[src/rtl/nscc_pkg.sv]
// ============================================================================
// NMEA sentence checksum checker package
// Shared types, character codes and the byte classifier.
// ============================================================================
`default_nettype none

package nscc_pkg;

  localparam logic [7:0] CH_START = 8'h24;  // '$'
  localparam logic [7:0] CH_STAR  = 8'h2A;  // '*'
  localparam logic [7:0] CH_CR    = 8'h0D;  // carriage return

  localparam logic [7:0] DIGIT_BASE = 8'h30;
  localparam logic [7:0] UPPER_BASE = 8'h37;
  localparam logic [7:0] LOWER_BASE = 8'h57;

  typedef enum logic [2:0] {
    CLS_START,
    CLS_STAR,
    CLS_CR,
    CLS_HEX,
    CLS_OTHER
  } byte_class_t;

  typedef enum logic [1:0] {
    STAT_VALID     = 2'd0,
    STAT_MISMATCH  = 2'd1,
    STAT_BAD_DIGIT = 2'd2
  } sentence_status_t;

  typedef enum logic [1:0] {
    ST_IDLE,
    ST_BODY,
    ST_DIGITS
  } parse_state_t;

  // One classified word as it travels from the front end to the back end.
  typedef struct packed {
    byte_class_t cls;
    logic [3:0]  nibble;
    logic [7:0]  data;
  } token_t;

  function automatic token_t classify(input logic [7:0] c);
    token_t     t;
    logic [7:0] diff;
    t.data   = c;
    t.nibble = 4'd0;
    diff     = 8'd0;
    if (c == CH_START) begin
      t.cls = CLS_START;
    end else if (c == CH_STAR) begin
      t.cls = CLS_STAR;
    end else if (c == CH_CR) begin
      t.cls = CLS_CR;
    end else if (c >= 8'h30 && c <= 8'h39) begin
      t.cls = CLS_HEX;
      diff  = c - DIGIT_BASE;
    end else if (c >= 8'h41 && c <= 8'h46) begin
      t.cls = CLS_HEX;
      diff  = c - UPPER_BASE;
    end else if (c >= 8'h61 && c <= 8'h66) begin
      t.cls = CLS_HEX;
      diff  = c - LOWER_BASE;
    end else begin
      t.cls = CLS_OTHER;
    end
    t.nibble = diff[3:0];
    return t;
  endfunction

endpackage

`default_nettype wire

[src/rtl/nscc_if.sv]
// ============================================================================
// NMEA sentence checksum checker channels
// Valid/ready channels for received bytes and for sentence results.
// ============================================================================
`default_nettype none

interface nscc_in_if;
  logic       valid;
  logic       ready;
  logic [7:0] rx_byte;

  modport source (output valid, output rx_byte, input ready);
  modport sink (input valid, input rx_byte, output ready);
endinterface

interface nscc_out_if;
  logic       valid;
  logic       ready;
  logic [1:0] sentence_status;
  logic [7:0] computed_sum;
  logic [7:0] received_sum;

  modport source (output valid, output sentence_status, output computed_sum,
                  output received_sum, input ready);
  modport sink (input valid, input sentence_status, input computed_sum,
                input received_sum, output ready);
endinterface

`default_nettype wire

[src/rtl/nscc_front.sv]
// ============================================================================
// NMEA checker front end
// Accepts received bytes and classifies them into tokens for the queue.
// ============================================================================
`default_nettype none

module nscc_front (
  nscc_in_if.sink         in_ch,
  input  wire logic       q_full,
  output nscc_pkg::token_t push_token,
  output logic            push
);
  import nscc_pkg::*;

  assign in_ch.ready = !q_full;
  assign push        = in_ch.valid && !q_full;
  assign push_token  = classify(in_ch.rx_byte);

endmodule

`default_nettype wire

[src/rtl/nscc_queue.sv]
// ============================================================================
// NMEA checker token queue
// Small register FIFO that decouples the front end from the back end.
// ============================================================================
`default_nettype none

module nscc_queue #(
  parameter int Depth = 2
) (
  input  wire logic              clk,
  input  wire logic              rst_n,
  input  wire logic              push,
  input  wire nscc_pkg::token_t  push_token,
  output logic                   full,
  input  wire logic              pop,
  output logic                   not_empty,
  output nscc_pkg::token_t       head
);
  import nscc_pkg::*;

  localparam int IdxW = (Depth > 1) ? $clog2(Depth) : 1;
  localparam int CntW = $clog2(Depth + 1);
  localparam logic [CntW-1:0] FullCnt = CntW'(Depth);
  localparam logic [IdxW-1:0] LastIdx = IdxW'(Depth - 1);

  token_t          slot_r [Depth];
  logic [IdxW-1:0] wr_ptr_r, wr_ptr_nxt;
  logic [IdxW-1:0] rd_ptr_r, rd_ptr_nxt;
  logic [CntW-1:0] count_r, count_nxt;

  assign full      = (count_r == FullCnt);
  assign not_empty = (count_r != '0);
  assign head      = slot_r[rd_ptr_r];

  always_comb begin
    wr_ptr_nxt = wr_ptr_r;
    rd_ptr_nxt = rd_ptr_r;
    count_nxt  = count_r;
    if (push) begin
      wr_ptr_nxt = (wr_ptr_r == LastIdx) ? '0 : wr_ptr_r + 1'b1;
    end
    if (pop) begin
      rd_ptr_nxt = (rd_ptr_r == LastIdx) ? '0 : rd_ptr_r + 1'b1;
    end
    if (push && !pop) begin
      count_nxt = count_r + 1'b1;
    end else if (pop && !push) begin
      count_nxt = count_r - 1'b1;
    end
  end

  always_ff @(posedge clk) begin
    if (!rst_n) begin
      wr_ptr_r <= '0;
      rd_ptr_r <= '0;
      count_r  <= '0;
    end else begin
      wr_ptr_r <= wr_ptr_nxt;
      rd_ptr_r <= rd_ptr_nxt;
      count_r  <= count_nxt;
    end
  end

  always_ff @(posedge clk) begin
    if (push) begin
      slot_r[wr_ptr_r] <= push_token;
    end
  end

endmodule

`default_nettype wire

[src/rtl/nscc_back.sv]
// ============================================================================
// NMEA checker back end
// Sentence parser: running XOR, digit field, and the result register.
// ============================================================================
`default_nettype none

module nscc_back (
  input  wire logic             clk,
  input  wire logic             rst_n,
  input  wire logic             q_not_empty,
  input  wire nscc_pkg::token_t q_head,
  output logic                  pop,
  nscc_out_if.source            out_ch
);
  import nscc_pkg::*;

  parse_state_t     state_r, state_nxt;
  logic [7:0]       xor_r, xor_nxt;
  logic [7:0]       digits_r, digits_nxt;
  logic             bad_r, bad_nxt;
  logic             out_valid_r, out_valid_nxt;
  sentence_status_t status_r;
  logic [7:0]       computed_r;
  logic [7:0]       received_r;
  sentence_status_t status_nxt;
  logic             closes;
  logic             slot_free;
  logic             emit;

  assign slot_free = !out_valid_r || out_ch.ready;
  assign closes    = (q_head.cls == CLS_CR) && (state_r == ST_DIGITS);
  assign pop       = q_not_empty && (!closes || slot_free);
  assign emit      = pop && closes;

  always_comb begin
    state_nxt  = state_r;
    xor_nxt    = xor_r;
    digits_nxt = digits_r;
    bad_nxt    = bad_r;
    if (bad_r) begin
      status_nxt = STAT_BAD_DIGIT;
    end else if (xor_r == digits_r) begin
      status_nxt = STAT_VALID;
    end else begin
      status_nxt = STAT_MISMATCH;
    end
    if (pop) begin
      if (q_head.cls == CLS_START) begin
        state_nxt  = ST_BODY;
        xor_nxt    = '0;
        digits_nxt = '0;
        bad_nxt    = 1'b0;
      end else if (state_r != ST_IDLE) begin
        unique case (q_head.cls)
          CLS_STAR: begin
            state_nxt  = ST_DIGITS;
            digits_nxt = '0;
            bad_nxt    = 1'b0;
          end
          CLS_CR: begin
            if (state_r == ST_DIGITS) begin
              state_nxt  = ST_IDLE;
              xor_nxt    = '0;
              digits_nxt = '0;
              bad_nxt    = 1'b0;
            end
          end
          default: begin
            if (state_r == ST_DIGITS) begin
              if (q_head.cls == CLS_HEX) begin
                digits_nxt = {digits_r[3:0], q_head.nibble};
              end else begin
                bad_nxt = 1'b1;
              end
            end else begin
              xor_nxt = xor_r ^ q_head.data;
            end
          end
        endcase
      end
    end
    out_valid_nxt = (out_valid_r && !out_ch.ready) || emit;
  end

  always_ff @(posedge clk) begin
    if (!rst_n) begin
      state_r     <= ST_IDLE;
      xor_r       <= '0;
      digits_r    <= '0;
      bad_r       <= 1'b0;
      out_valid_r <= 1'b0;
    end else begin
      state_r     <= state_nxt;
      xor_r       <= xor_nxt;
      digits_r    <= digits_nxt;
      bad_r       <= bad_nxt;
      out_valid_r <= out_valid_nxt;
    end
  end

  always_ff @(posedge clk) begin
    if (emit) begin
      status_r   <= status_nxt;
      computed_r <= xor_r;
      received_r <= digits_r;
    end
  end

  assign out_ch.valid           = out_valid_r;
  assign out_ch.sentence_status = status_r;
  assign out_ch.computed_sum    = computed_r;
  assign out_ch.received_sum    = received_r;

endmodule

`default_nettype wire

[src/rtl/nmea_sentence_checksum_checker_unit.sv]
// ============================================================================
// NMEA 0183 sentence checksum checker
// Checks the two-digit hex checksum of sentences received one byte per word.
// ============================================================================
// The unit takes one received character per word on in_ch and gives one word
// on out_ch for every sentence that a carriage return closes after a '*'. A
// '$' opens a sentence and clears the running XOR; body bytes up to the first
// '*' are XORed together, and the hex digits after it (either case) are
// shifted into an eight-bit received value of which only the last two digits
// count. A further '*' restarts the digit field, and a non-hex byte there
// makes the status a bad digit while both sums are still reported. A carriage
// return before any '*', and everything outside a sentence other than '$', is
// dropped silently. Bytes are accepted one per clock cycle for as long as the
// result side keeps up: the front end classifies each word straight into a
// small token queue, and the back end updates its parser state from one token
// every cycle, so the parser state update is what sets the rate. A result
// passes through the token queue and the result register before it appears on
// out_ch. While a result waits to be taken the back end keeps consuming bytes
// and only halts on the next closing return; the queue of QueueDepth tokens
// then fills before in_ch.ready drops.
// ============================================================================
`default_nettype none

module nmea_sentence_checksum_checker_unit #(
  parameter int QueueDepth = 2
) (
  input  wire logic   clk,
  input  wire logic   rst_n,
  nscc_in_if.sink     in_ch,
  nscc_out_if.source  out_ch
);
  import nscc_pkg::*;

  token_t push_token;
  token_t q_head;
  logic   push;
  logic   pop;
  logic   q_full;
  logic   q_not_empty;

  // Front end: handshake and byte classification.
  nscc_front u_front (
    .in_ch      (in_ch),
    .q_full     (q_full),
    .push_token (push_token),
    .push       (push)
  );

  // Queue between the two halves so that each can stall on its own.
  nscc_queue #(
    .Depth (QueueDepth)
  ) u_queue (
    .clk        (clk),
    .rst_n      (rst_n),
    .push       (push),
    .push_token (push_token),
    .full       (q_full),
    .pop        (pop),
    .not_empty  (q_not_empty),
    .head       (q_head)
  );

  // Back end: sentence parser and registered result.
  nscc_back u_back (
    .clk         (clk),
    .rst_n       (rst_n),
    .q_not_empty (q_not_empty),
    .q_head      (q_head),
    .pop         (pop),
    .out_ch      (out_ch)
  );

endmodule

`default_nettype wire

[src/flat_wrapper.sv]
// flat-port wrapper written by rule: the top's interface ports become plain ports
module nmea_sentence_checksum_checker_unit_flat import nscc_pkg::*;
#(
  parameter int QueueDepth = 2
)
  (clk, rst_n, in_ch_valid, in_ch_rx_byte, in_ch_ready, out_ch_valid, out_ch_sentence_status, out_ch_computed_sum, out_ch_received_sum, out_ch_ready);
  nscc_in_if in_ch_i ();
  nscc_out_if out_ch_i ();
  input  wire logic clk;
  input  wire logic rst_n;
  input wire logic [$bits(in_ch_i.valid)-1:0] in_ch_valid;
  input wire logic [$bits(in_ch_i.rx_byte)-1:0] in_ch_rx_byte;
  output wire logic [$bits(in_ch_i.ready)-1:0] in_ch_ready;
  output wire logic [$bits(out_ch_i.valid)-1:0] out_ch_valid;
  output wire logic [$bits(out_ch_i.sentence_status)-1:0] out_ch_sentence_status;
  output wire logic [$bits(out_ch_i.computed_sum)-1:0] out_ch_computed_sum;
  output wire logic [$bits(out_ch_i.received_sum)-1:0] out_ch_received_sum;
  input wire logic [$bits(out_ch_i.ready)-1:0] out_ch_ready;
  assign in_ch_i.valid = in_ch_valid;
  assign in_ch_i.rx_byte = in_ch_rx_byte;
  assign in_ch_ready = in_ch_i.ready;
  assign out_ch_valid = out_ch_i.valid;
  assign out_ch_sentence_status = out_ch_i.sentence_status;
  assign out_ch_computed_sum = out_ch_i.computed_sum;
  assign out_ch_received_sum = out_ch_i.received_sum;
  assign out_ch_i.ready = out_ch_ready;
  nmea_sentence_checksum_checker_unit #(.QueueDepth(QueueDepth)) u_core (.clk(clk), .rst_n(rst_n), .in_ch(in_ch_i), .out_ch(out_ch_i));
endmodule
[config.mk]
export PLATFORM = sky130hd
export DESIGN_NAME = nmea_sentence_checksum_checker_unit_flat
export DESIGN_NICKNAME = d
export VERILOG_FILES = /design/src/rtl/nscc_pkg.sv /design/src/rtl/nscc_if.sv /design/src/rtl/nscc_front.sv /design/src/rtl/nscc_queue.sv /design/src/rtl/nscc_back.sv /design/src/rtl/nmea_sentence_checksum_checker_unit.sv /design/src/flat_wrapper.sv
export SDC_FILE = /design/constraint.sdc
export NUM_CORES = 1
export LEC_CHECK = 0
export BUFFER_PORTS_ARGS = -buffer_cell sky130_fd_sc_hd__buf_2
export CORE_AREA = 4 4 98 123
export CTS_CLUSTER_DIAMETER = 80
export DETAILED_ROUTE_END_ITERATION = 6
export DIE_AREA = 0 0 102 127
export GPL_TIMING_DRIVEN = 1
export HOLD_SLACK_MARGIN = 0.05
export PLACE_DENSITY_LB_ADDON = 0.05
export SYNTH_ARGS = -nofsm -noshare
export SYNTH_HDL_FRONTEND = slang
export SYNTH_SLANG_ARGS = --single-unit
[constraint.sdc]
create_clock -name clk -period 5 [get_ports clk]
set_clock_uncertainty 0.1 [all_clocks]
set_input_delay 0.25 -clock clk [delete_from_list [all_inputs] [get_ports clk]]
set_output_delay 0.25 -clock clk [all_outputs]
set_load 0.01 [all_outputs]
==> results.json, run 1 <==
{
  "status": "complete, no violations",
  "ant_nets": 0,
  "clkPwrFrac_pct": 34.6,
  "hold_viol": 0,
  "drc": 0,
  "required_ns": 5.15,
  "drtIter0Drc": 137,
  "start_util_pct": 29.2,
  "drv_cap": 0,
  "slowest_stage": "dfxtp_1",
  "ctsLongestPathBuffers": 2,
  "drive_gt1_share_pct": 18.9,
  "synth_flop_cell": "edfxtp_1",
  "synth-edff-count": 48,
  "routedWlPerCell_um": 14.8,
  "n_antenna_cell": 0,
  "synth_area_mm2": 0.00321,
  "cp-end-kind": "flip-flop",
  "async_reset_ff_share_pct": 0,
  "hold_class": "primary input to flip-flop",
  "drv_slew": 0,
  "yosysWarnings": 0,
  "critPathMaxFanout": 23,
  "timing.fmax_ghz": 0.321,
  "yosysSeqAreaShare_pct": 60.6,
  "fin_nets": 325,
  "p_int_w": 0.00125,
  "max_stage_delay_ns": 0.96,
  "critPathArrivalTime_ns": 3.26,
  "wl_um": 6610,
  "cts_max_level": 3,
  "p_leak_nw": 1.44,
  "min_period_ns": 3.11,
  "antenna_found_initial": 0,
  "grt_overflow": 0,
  "fp-row-count": 43,
  "layout_commonest_cell": "edfxtp_1",
  "core_area_mm2": 0.0110,
  "cts_buffers": 9,
  "dr.pass1.iters": 4,
  "grt_pass1_vias": 2108,
  "insertion_delay_ns": 0.33,
  "comb_power_share_pct": 19.4,
  "rsz0062_at_grt": "false",
  "cellPowerDensity_mw_per_mm2": 456,
  "grt_pass1_wl_um": 11100,
  "worst_slew_pin_slew_ns": 1.05,
  "reg2reg_depth": 5,
  "nFillCells": 1149,
  "vias": 2119,
  "cts_setup_buffers": 0,
  "slew_headroom_pct": 29.8,
  "cts_tree": "built",
  "syn_avg_cell_area_um2": 11.9,
  "root_buffer": "clkbuf_16",
  "sw_frac_of_total_pct": 28.0,
  "grt_max_degree": 24,
  "grt.total_usage_pct": 11.1,
  "setup_viol": 0,
  "gp_congestion": 0.701,
  "period_share_pct": 62.2,
  "io_pins": 32,
  "fin_cells": 447,
  "cts_sinks": 73,
  "clk_pin_slew_ns": 0.05,
  "synthCells": 269,
  "io_buffers": 31,
  "r2r_slack_ns": 1.89,
  "vias_per_cell": 4.74,
  "path_class": "flip-flop to flip-flop",
  "whs_path_depth": 1,
  "dieHeight_um": 127,
  "die_w_um": 102,
  "tns_ns": 0,
  "sequentialPowerShare_pct": 46.0,
  "die-area_mm2": 0.0130,
  "layout_common_cells": "48 x edfxtp_1, 36 x nand2_1, 31 x buf_2",
  "crit_chain": "inv_1, a22o_1, a41o_1, a2111oi_4, mux2i_1",
  "post_cts_resized": 0,
  "irDropWorstVdd_uv": 164,
  "power.switching_w": 0.000487,
  "ys_ff_latch": 73,
  "synthDistinctLibCells": 45,
  "crit_path_start_kind": "flip-flop",
  "syn_to_final_growth_pct": 19.0,
  "synth_fp_nets": 287,
  "dp.cells": 430,
  "place_hpwl_um": 4850
}
-- synthesized netlist by cell type, types with 2 or more instances --
cell      instances  area share, %
clkbuf_1          7           0.82
a22o_1            2           0.55
or3_1             3           0.59
and3_1            2           0.39
nor3_1            4           0.62
edfxtp_1         48             45
ha_1              6            2.3
mux2i_1          23            7.2
nor2_1           20            2.3
o22ai_1           3           0.59
nor4_1           11            2.1
nor2b_1           2           0.39
a31o_2            2           0.55
xor2_1           12            3.3
o21ai_0          10            1.6
nand3_1           4           0.62
dfxtp_1          25             16
inv_1             6           0.70
nor3b_1           3           0.70
nand2b_1          2           0.39
mux2_2            5            1.8
a21oi_1          11            1.7
nand2_1          36            4.2
-- path summary, 6_finish.rpt --
check,to,startpoint
max,u_core.u_back.digits_r[6]$_SDFFE_PN0P_,flip-flop
min,u_core.u_queue.slot_r[1][6]$_DFFE_PP_,in_ch_rx_byte[6]
max reg2reg,u_core.u_back.digits_r[6]$_SDFFE_PN0P_,flip-flop
min reg2reg,u_core.u_back.out_ch.sentence_status[1]$_SDFFCE_PP1P_,u_core.u_back.bad_r$_SDFFE_PN0P_
-- worst max-delay path: cells and delay by family (launching register included) --
family	cells	cell delay (ns)
AO/OA/AOI/OAI	3	1.45
flip-flops	1	0.96
multiplexers	1	0.26
buffers and inverters	1	0.25
-- power by group through the flow --
stage | registers (W) | clock network (W) | logic (W)
2_1_floorplan | 0.000771 | 0 | 0.000280
3_3_place_gp | 0.000814 | 0 | 0.000342
3_5_place_dp | 0.000814 | 0 | 0.000342
4_1_cts | 0.000802 | 0.000622 | 0.000345
5_1_grt | 0.000811 | 0.000649 | 0.000383
6_report | 0.000800 | 0.000603 | 0.000337
-- per-stage QoR --
step                      utilization [%]  setup slack, ns  hold WS, ns  total power (W)  cell area, µm²
after floorplan                         -             2.41        0.249          0.00105            3210
after global placement               32.1             1.89        0.372          0.00116            3520
after detailed placement             32.1             1.88        0.374          0.00116            3520
after CTS                            34.8             1.81       0.0543          0.00177            3820
after global routing                 34.8             1.64       0.0650          0.00184            3820
final                                34.8             1.89       0.0727          0.00174            3820
-- routing by layer --
metal  share of wire (%)  GRT usage (%)
met1                  44           13.6
met2                  49           18.3
met3                 5.1           2.95
met4                 1.8           4.86
met5                   0              0
-- what timing repair did --
action | CTS | global route
endpoints found under the setup margin | 0 | 0
hold buffers | 1 | 0
endpoints found under the hold margin | 2 | 0
-- state kept, by name, summed over array words and instances (netlist names), 2 cells and up, named ones only --
| signal | flops |
|---|---|
| u_core.u_back.out_ch.computed_sum | 8 |
| u_core.u_back.digits_r | 8 |
| u_core.u_back.out_ch.sentence_status | 2 |
| u_core.u_back.xor_r | 8 |
| u_core.u_queue.count_r | 2 |
| u_core.u_queue.slot_r | 30 |
| u_core.u_back.out_ch.received_sum | 8 |
| u_core.u_back.state_r | 2 |
-- cell type report --
type	count	area (µm²)	area share [%]
clock inverter	4	45.0	1.18
clock buffer	12	236	6.20
inverter	7	26.3	0.689
sequential	73	1940	50.9
tap	135	169	4.43
timing repair buffer	36	195	5.11
multi-input combinational	180	1200	31.5
-- cell families (layout without fill, tap and decap cells) --
kind of cell | after synthesis | after routing | share of synthesized area, %
xor+xnor | 12 | 12 | 3.28
simple gates | 95 | 95 | 14.4
compound gates | 39 | 39 | 8.55
flops | 73 | 73 | 60.6
fa+ha+maj | 6 | 6 | 2.34
buf+inv | 16 | 59 | 1.91
mux | 28 | 28 | 8.94
Note: power is estimated with default switching activity, not from simulation.
==> run 2: changes to the inputs <==
clock period = 3.2 ns   (was 5 ns; I/O delays follow)
==> results.json, run 2 (synthesis results as in run 1) <==
{
  "die_w_um": 102,
  "antenna_found_initial": 0,
  "rsz0062_at_grt": "false",
  "dieHeight_um": 127,
  "grt_pass1_vias": 2140,
  "post_cts_resized": 0,
  "ant_nets": 0,
  "drv_slew": 0,
  "clk_pin_slew_ns": 0.05,
  "hold_class": "primary input to flip-flop",
  "drive_gt1_share_pct": 19.6,
  "irDropWorstVdd_uv": 287,
  "insertion_delay_ns": 0.33,
  "drv_cap": 0,
  "vias": 2106,
  "cts_max_level": 3,
  "path_class": "flip-flop to flip-flop",
  "layout_commonest_cell": "edfxtp_1",
  "r2r_slack_ns": 0.69,
  "io_buffers": 31,
  "critPathArrivalTime_ns": 2.67,
  "crit_path_start_kind": "flip-flop",
  "slew_headroom_pct": 48.4,
  "layout_common_cells": "48 x edfxtp_1, 36 x nand2_1, 31 x buf_2",
  "min_period_ns": 2.51,
  "fin_nets": 335,
  "tns_ns": 0,
  "timing.fmax_ghz": 0.398,
  "hold_viol": 0,
  "critPathMaxFanout": 8,
  "top_register": "u_core.u_queue.slot_r",
  "required_ns": 3.36,
  "grt_overflow": 0,
  "n_antenna_cell": 0,
  "ctsLongestPathBuffers": 2,
  "grt_max_degree": 23,
  "met2_usage_pct": 18.1,
  "start_util_pct": 29.2,
  "cellPowerDensity_mw_per_mm2": 717,
  "fin_util_pct": 35.9,
  "grt_use_met1_pct": 14.3,
  "io_pins": 32,
  "cts_buffers": 9,
  "drtIter0Drc": 65,
  "syn_to_final_growth_pct": 22.8,
  "largest_register_ffs": 30,
  "root_buffer": "clkbuf_16",
  "top_usage_layer": "met2",
  "grt_pass1_wl_um": 11200,
  "core_area_mm2": 0.0110,
  "met3_usage_pct": 3.22,
  "drc": 0,
  "fp-row-count": 43,
  "p_leak_nw": 1.50,
  "cts_tree": "built",
  "grt.total_usage_pct": 11.3,
  "die-area_mm2": 0.0130,
  "setup_ws_ns": 0.690,
  "place_ws_ns": 0.731,
  "worst_slew_pin_slew_ns": 0.775,
  "cts_sinks": 73,
  "setup_viol": 0,
  "routedWlPerCell_um": 14.6,
  "dr.pass1.iters": 4,
  "place_hpwl_um": 4840,
  "cp-end-kind": "flip-flop",
  "status": "complete, no violations",
  "gp_congestion": 0.725,
  "wl_um": 6680,
  "vias_per_cell": 4.61,
  "period_share_pct": 78.4
}
==> run 2: cell count changes in the layout (fill, tap and decap cells not counted), sizes merged <==
cell | previous run | this run
clkinv | 4 | 2
buf | 35 | 39
dlygate4sd3 | 1 | 7
clkbuf | 12 | 14
==> run 2: power breakdown <==
part           switching, W  total (W)  internal, W  leakage (nW)
Combinational      0.000340   0.000579     0.000239         0.678
Clock              0.000357    0.00103     0.000672         0.152
Sequential        0.0000832    0.00121      0.00113         0.672
==> run 2: metal layers <==
layer | vias up | share of wire [%]
met1 | 975 | 46
met3 | 8 | 4.5
met2 | 35 | 48
met4 | 0 | 1.6
met5 | - | 0
li1 | 1088 | -
==> run 2: what timing repair did <==
item                                   in CTS  in global routing
buffers inserted                            0                  0
hold buffers                                7                  0
endpoints found under the hold margin      14                  0
==> run 2: per-stage QoR <==
stage | cell area [µm²] | hold WS, ns | std cells | total power (W)
2_1_floorplan | 3210 | 0.159 | 269 | 0.00164
3_3_place_gp | 3550 | 0.284 | 434 | 0.00182
3_5_place_dp | 3550 | 0.289 | 434 | 0.00182
4_1_cts | 3940 | 0.0634 | 457 | 0.00286
5_1_grt | 3940 | 0.0711 | 457 | 0.00299
6_report | 3940 | 0.0695 | 457 | 0.00282
==> run 2: worst paths after layout <==
check	start	end	depth (start not counted)
max	flip-flop	u_core.u_queue.count_r[1]$_SDFFE_PN0P_	6
max reg2reg	flip-flop	u_core.u_queue.count_r[1]$_SDFFE_PN0P_	6
min reg2reg	u_core.u_back.digits_r[5]$_SDFFE_PN0P_	u_core.u_back.out_ch.received_sum[5]$_DFFE_PP_	0
min	in_ch_rx_byte[2]	u_core.u_queue.slot_r[1][2]$_DFFE_PP_	1
==> run 2: cell type report <==
cell class              instances  area [µm²]
repair buffers                 46         285
clock inverters                 2        35.0
clock buffers                  14         275
flip-flops and latches         73        1940
multi-input cells             180        1200
inverters                       7        26.3
fillers                      1150        7040
well taps                     135         169
==> run 2: critical path, cell delays in order, from the launching register on <==
cell,delay [ns]
dfxtp_1,0.45
nor3b_1,0.39
nor2_1,0.20
o32ai_1,0.46
ha_1,0.34
or3_1,0.37
a21oi_1,0.13
